===== config.mk =====
export PLATFORM = sky130hd
export DESIGN_NAME = crs_queue
export DESIGN_NICKNAME = d
export VERILOG_FILES = /design/src/rtl/core/crs_pkg.sv /design/src/rtl/core/crs_queue.sv
export SDC_FILE = /design/constraint.sdc
export NUM_CORES = 1
export LEC_CHECK = 0
export BUFFER_PORTS_ARGS = -buffer_cell sky130_fd_sc_hd__buf_2
export CAP_MARGIN = 20
export CELL_PAD_IN_SITES_DETAIL_PLACEMENT = 0
export CELL_PAD_IN_SITES_GLOBAL_PLACEMENT = 1
export CORE_MARGIN = 2
export CORE_UTILIZATION = 39
export DETAILED_ROUTE_END_ITERATION = 6
export PLACE_DENSITY = 0.61
export SLEW_MARGIN = 30
export SYNTH_ARGS = -nofsm -noshare
export SYNTH_HDL_FRONTEND = slang
export SYNTH_SLANG_ARGS = --single-unit

===== constraint.sdc =====
create_clock -name clk -period 14.6 [get_ports clk]
set_input_delay 1.46 -clock clk [delete_from_list [all_inputs] [get_ports clk]]
set_output_delay 1.46 -clock clk [all_outputs]
set_load 0.05 [all_outputs]

===== src/rtl/core/crs_pkg.sv =====
package crs_pkg;

  // field widths
  localparam int COORD_W = 32;
  localparam int T_W     = 17;
  localparam int IDX_W   = 6;
  localparam int CNT_W   = 7;
  localparam int PADDR_W = 3;
  localparam int PDATA_W = 32;

  // parameter value one in Q1.16
  localparam logic [T_W-1:0] T_ONE = 17'd65536;

  // reset value of point_count
  localparam logic [CNT_W-1:0] COUNT_RST = 7'd4;

  // register index carried in paddr[2]
  localparam logic REG_POINT_COUNT = 1'b0;

  // item mode codes
  localparam logic MODE_WRITE = 1'b0;
  localparam logic MODE_EVAL  = 1'b1;

  // decoupling queue depth
  localparam int QUEUE_DEPTH = 4;

  // number of register stages in the evaluation pipeline
  localparam int BACK_STAGES = 7;

  typedef struct packed {
    logic signed [COORD_W-1:0] z;
    logic signed [COORD_W-1:0] y;
    logic signed [COORD_W-1:0] x;
  } point_t;

  // one evaluation in flight: four neighboring points and the parameter
  typedef struct packed {
    point_t [3:0]     pts;
    logic [T_W-1:0]   t;
  } crs_item_t;

  // queue status seen by both sides
  typedef struct packed {
    logic full;
    logic avail;
  } crs_qstat_t;

endpackage


===== src/rtl/core/crs_queue.sv =====
module crs_queue import crs_pkg::*; (
  input  logic       clk,
  input  logic       rst_n,
  input  logic       push,
  input  crs_item_t  push_item,
  input  logic       pop,
  output crs_qstat_t qstat,
  output crs_item_t  head
);

  localparam int QAW = $clog2(QUEUE_DEPTH);

  crs_item_t        q_mem_r [QUEUE_DEPTH];
  logic [QAW-1:0]   wr_ptr_r, wr_ptr_nxt;
  logic [QAW-1:0]   rd_ptr_r, rd_ptr_nxt;
  logic [QAW:0]     cnt_r, cnt_nxt;
  logic             do_push;
  logic             do_pop;

  assign qstat.full  = (cnt_r == (QAW+1)'(QUEUE_DEPTH));
  assign qstat.avail = (cnt_r != '0);
  assign head        = q_mem_r[rd_ptr_r];

  assign do_push = push && !qstat.full;
  assign do_pop  = pop && qstat.avail;

  // pointer and fill count update
  always_comb begin
    wr_ptr_nxt = wr_ptr_r;
    rd_ptr_nxt = rd_ptr_r;
    cnt_nxt    = cnt_r;
    if (do_push) begin
      wr_ptr_nxt = wr_ptr_r + QAW'(1);
    end
    if (do_pop) begin
      rd_ptr_nxt = rd_ptr_r + QAW'(1);
    end
    case ({do_push, do_pop})
      2'b10:   cnt_nxt = cnt_r + (QAW+1)'(1);
      2'b01:   cnt_nxt = cnt_r - (QAW+1)'(1);
      default: cnt_nxt = cnt_r;
    endcase
  end

  always_ff @(posedge clk) begin
    if (!rst_n) begin
      wr_ptr_r <= '0;
      rd_ptr_r <= '0;
      cnt_r    <= '0;
    end else begin
      wr_ptr_r <= wr_ptr_nxt;
      rd_ptr_r <= rd_ptr_nxt;
      cnt_r    <= cnt_nxt;
    end
  end

  // entry storage
  always_ff @(posedge clk) begin
    if (do_push) begin
      q_mem_r[wr_ptr_r] <= push_item;
    end
  end

endmodule


==> results.json <==
{
  "status": "finished clean",
  "grt_pass1_wl_mm": 189,
  "whs_endpoint": "wr_ptr_r[0]",
  "final_cell_area_sq_mm": 0.0701,
  "synth_top_area_frac": 0.819,
  "rr_worst_depth": 6,
  "critPathKind": "reg2out",
  "hold_start": "wr_ptr_r[0]",
  "htreeDepth": 4,
  "synth_top_area_cell": "edfxtp_1",
  "leakagePower_nw": 23.0,
  "required_ns": 13.14,
  "dpl.hpwl_mm": 83.5,
  "tritoncts": "done",
  "power_density_mw_per_mm2": 202,
  "drive_gt1_frac": 0.463,
  "hold_viol": 0,
  "ant_nets": 0,
  "netlist_area_sq_mm": 0.0588,
  "drc": 0,
  "r2r_slack_ns": 10.29,
  "drtPass1Iterations": 5,
  "hold_path_class": "reg2reg",
  "fin_setup_tns_ns": 0,
  "cts-hold-fix-buffers": 0,
  "rows": 142,
  "finalMaxSlewViolations": 0,
  "r2r-start": "cnt_r[0]",
  "r2r-end": "q_mem_r[3][399]",
  "timing.critical_path.mode_cell": "buf_4",
  "initial_core_util": 0.392,
  "cts_resized": 0,
  "routedWlPerCell_microns": 25.1,
  "max_slew_margin": 0.347,
  "final_common_cell": "edfxtp_1",
  "synthCells": 2147,
  "grt_antenna_before_repair": 73,
  "cts-root-buf": "clkbuf_16",
  "post_cts_buffers": 0,
  "synth_area_leaders": "edfxtp_1 82%, mux4_2 15%, buf_12 1.5%",
  "ios": 808,
  "crit_path_cell_trace": "buf_4, buf_4, buf_4, mux4_2, buf_2",
  "synth_nets": 2558,
  "grt_pass1_vias": 28168,
  "clockBufferDepth": 3,
  "worst_slew_pin_slew_ns": 0.980,
  "gp_congestion": 0.770,
  "syn_avg_cell_area_sq_um": 27.4,
  "core_region_area_sq_mm": 0.150,
  "finalCriticalPeriod_ns": 6.55,
  "cap_violations": 0,
  "clock_latency_ns": 0.80,
  "vias": 26448,
  "grt_max_degree": 137,
  "clock_sink_count": 1613,
  "fmax_mhz": 153,
  "rsz0062_at_grt": "false",
  "fin_skew_ns": 0.0431,
  "vdd_ir_drop_max_uv": 133,
  "clkSlewWorstSetupHoldPaths_ns": 0.06,
  "setup_viol": 0,
  "cp-end-kind": "output pin",
  "cts_buffers": 167,
  "grt-ovfl-total": 0,
  "final_cell_mix": "1604 x edfxtp_1, 807 x buf_2, 401 x mux4_2, 168 x clkbuf_16, 43 x clkinv_1",
  "start_kind": "register",
  "area_growth_pct": 19.2,
  "synth_cell_type_count": 23,
  "die_y_microns": 392,
  "yosysWarnings": 0,
  "die_w_microns": 392,
  "yosysSeqAreaShare": 0.822,
  "drtIter0Drc": 1521,
  "period_share": 0.448,
  "slowest_delay_ns": 0.95,
  "viasPerCell": 5.04,
  "critPathMaxFanout": 65,
  "final_nets": 3481,
  "placed_cell_area_sq_mm": 0.0646,
  "routed_wirelength_mm": 132,
  "groute.usage.overall": 0.168,
  "dieArea_sq_mm": 0.154,
  "io_buffers": 807,
  "power_mw": 14.2,
  "holdPathStages": 2,
  "ys_ff_latch": 1613,
  "cp_slowest_cell": "dfxtp_4",
  "arrival_ns": 5.09
}
[worst max path at each step]
stage	from	to	slack [ns]	depth (start not counted)
2_1_floorplan	push	q_mem_r[0][0]	2.87	3
3_3_place_gp	register	head[65]	8.69	5
3_5_place_dp	register	head[152]	8.64	5
4_1_cts	register	head[194]	7.72	5
5_1_grt	register	head[152]	7.73	5
6_report	register	head[60]	8.05	5
[synth_stat cells]
master	count
nor3b_1	1
buf_2	40
buf_4	1
buf_12	43
o311ai_0	1
or3_1	2
dfxtp_1	9
and2_1	7
xor2_1	1
xnor2_1	3
mux4_2	401
clkbuf_1	7
nor2b_1	3
inv_1	6
fa_1	1
edfxtp_1	1604
o31a_1	1
nand2_1	5
mux2i_1	2
buf_6	1
o21ai_0	2
a21boi_0	1
ha_1	5
[stage by stage]
step / util / hold slack [ns] / std cells / setup WS [ns]
after floorplan: - / 0.468 / 2147 / 2.87
after global placement: 0.431 / 0.480 / 4912 / 8.69
after detailed placement: 0.431 / 0.514 / 4913 / 8.64
after CTS: 0.467 / 0.522 / 5212 / 7.72
after global routing: 0.468 / 0.554 / 5232 / 7.73
final: 0.468 / 0.522 / 5244 / 8.05
[flip-flops by register name, summed over array words and instances, names as in the netlist, named ones only]
name / cells
cnt_r: 3
wr_ptr_r: 2
rd_ptr_r: 2
q_mem_r: 1604
[layer usage]
layer  share of wire  GRT usage  up-vias
met5          0.0032          0        -
met4           0.025     0.0517       74
met3            0.10     0.0741      283
met2            0.50      0.277      891
met1            0.37      0.198    13922
li1                -          -    11278
[power breakdown]
| group | leakage (nW) | switching (mW) | internal [mW] | total (mW) |
|---|---|---|---|---|
| Sequential | 14.8 | 0.127 | 5.58 | 5.71 |
| Clock | 2.55 | 1.74 | 2.30 | 4.04 |
| Combinational | 5.65 | 3.14 | 1.27 | 4.41 |
| Total | 23.0 | 5.00 | 9.16 | 14.2 |
[worst max-delay path: cells and delay by family, from the launching register on]
family,cells,cell delay [ns]
buffers and inverters,4,2.70
flip-flops,1,0.95
multiplexers,1,0.43
[final cells by class]
class                   count  area, sq um
fillers                 12363        79700
flip-flops and latches   1613        48400
multi-input cells         436         9320
repair buffers            846         4520
clock buffers             201         4370
well taps                2016         2520
clock inverters            98          908
diodes                     28         70.1
inverters                   6         22.5
[cell families (layout without fill, tap and decap cells)]
family                     Yosys count  after routing  synth area share
buffers and inverters               98           1151            0.0192
muxes                              403            403             0.154
and+or+nand+nor                     18             18           0.00172
other                                0             28                 0
xor gates and xnor gates             4              4          0.000596
DFF                               1613           1613             0.822
adders and majority gates            6              6           0.00140
AOI/OAI and AO/OA                    5              5          0.000596
No activity file was read; power rests on OpenSTA's default activity.
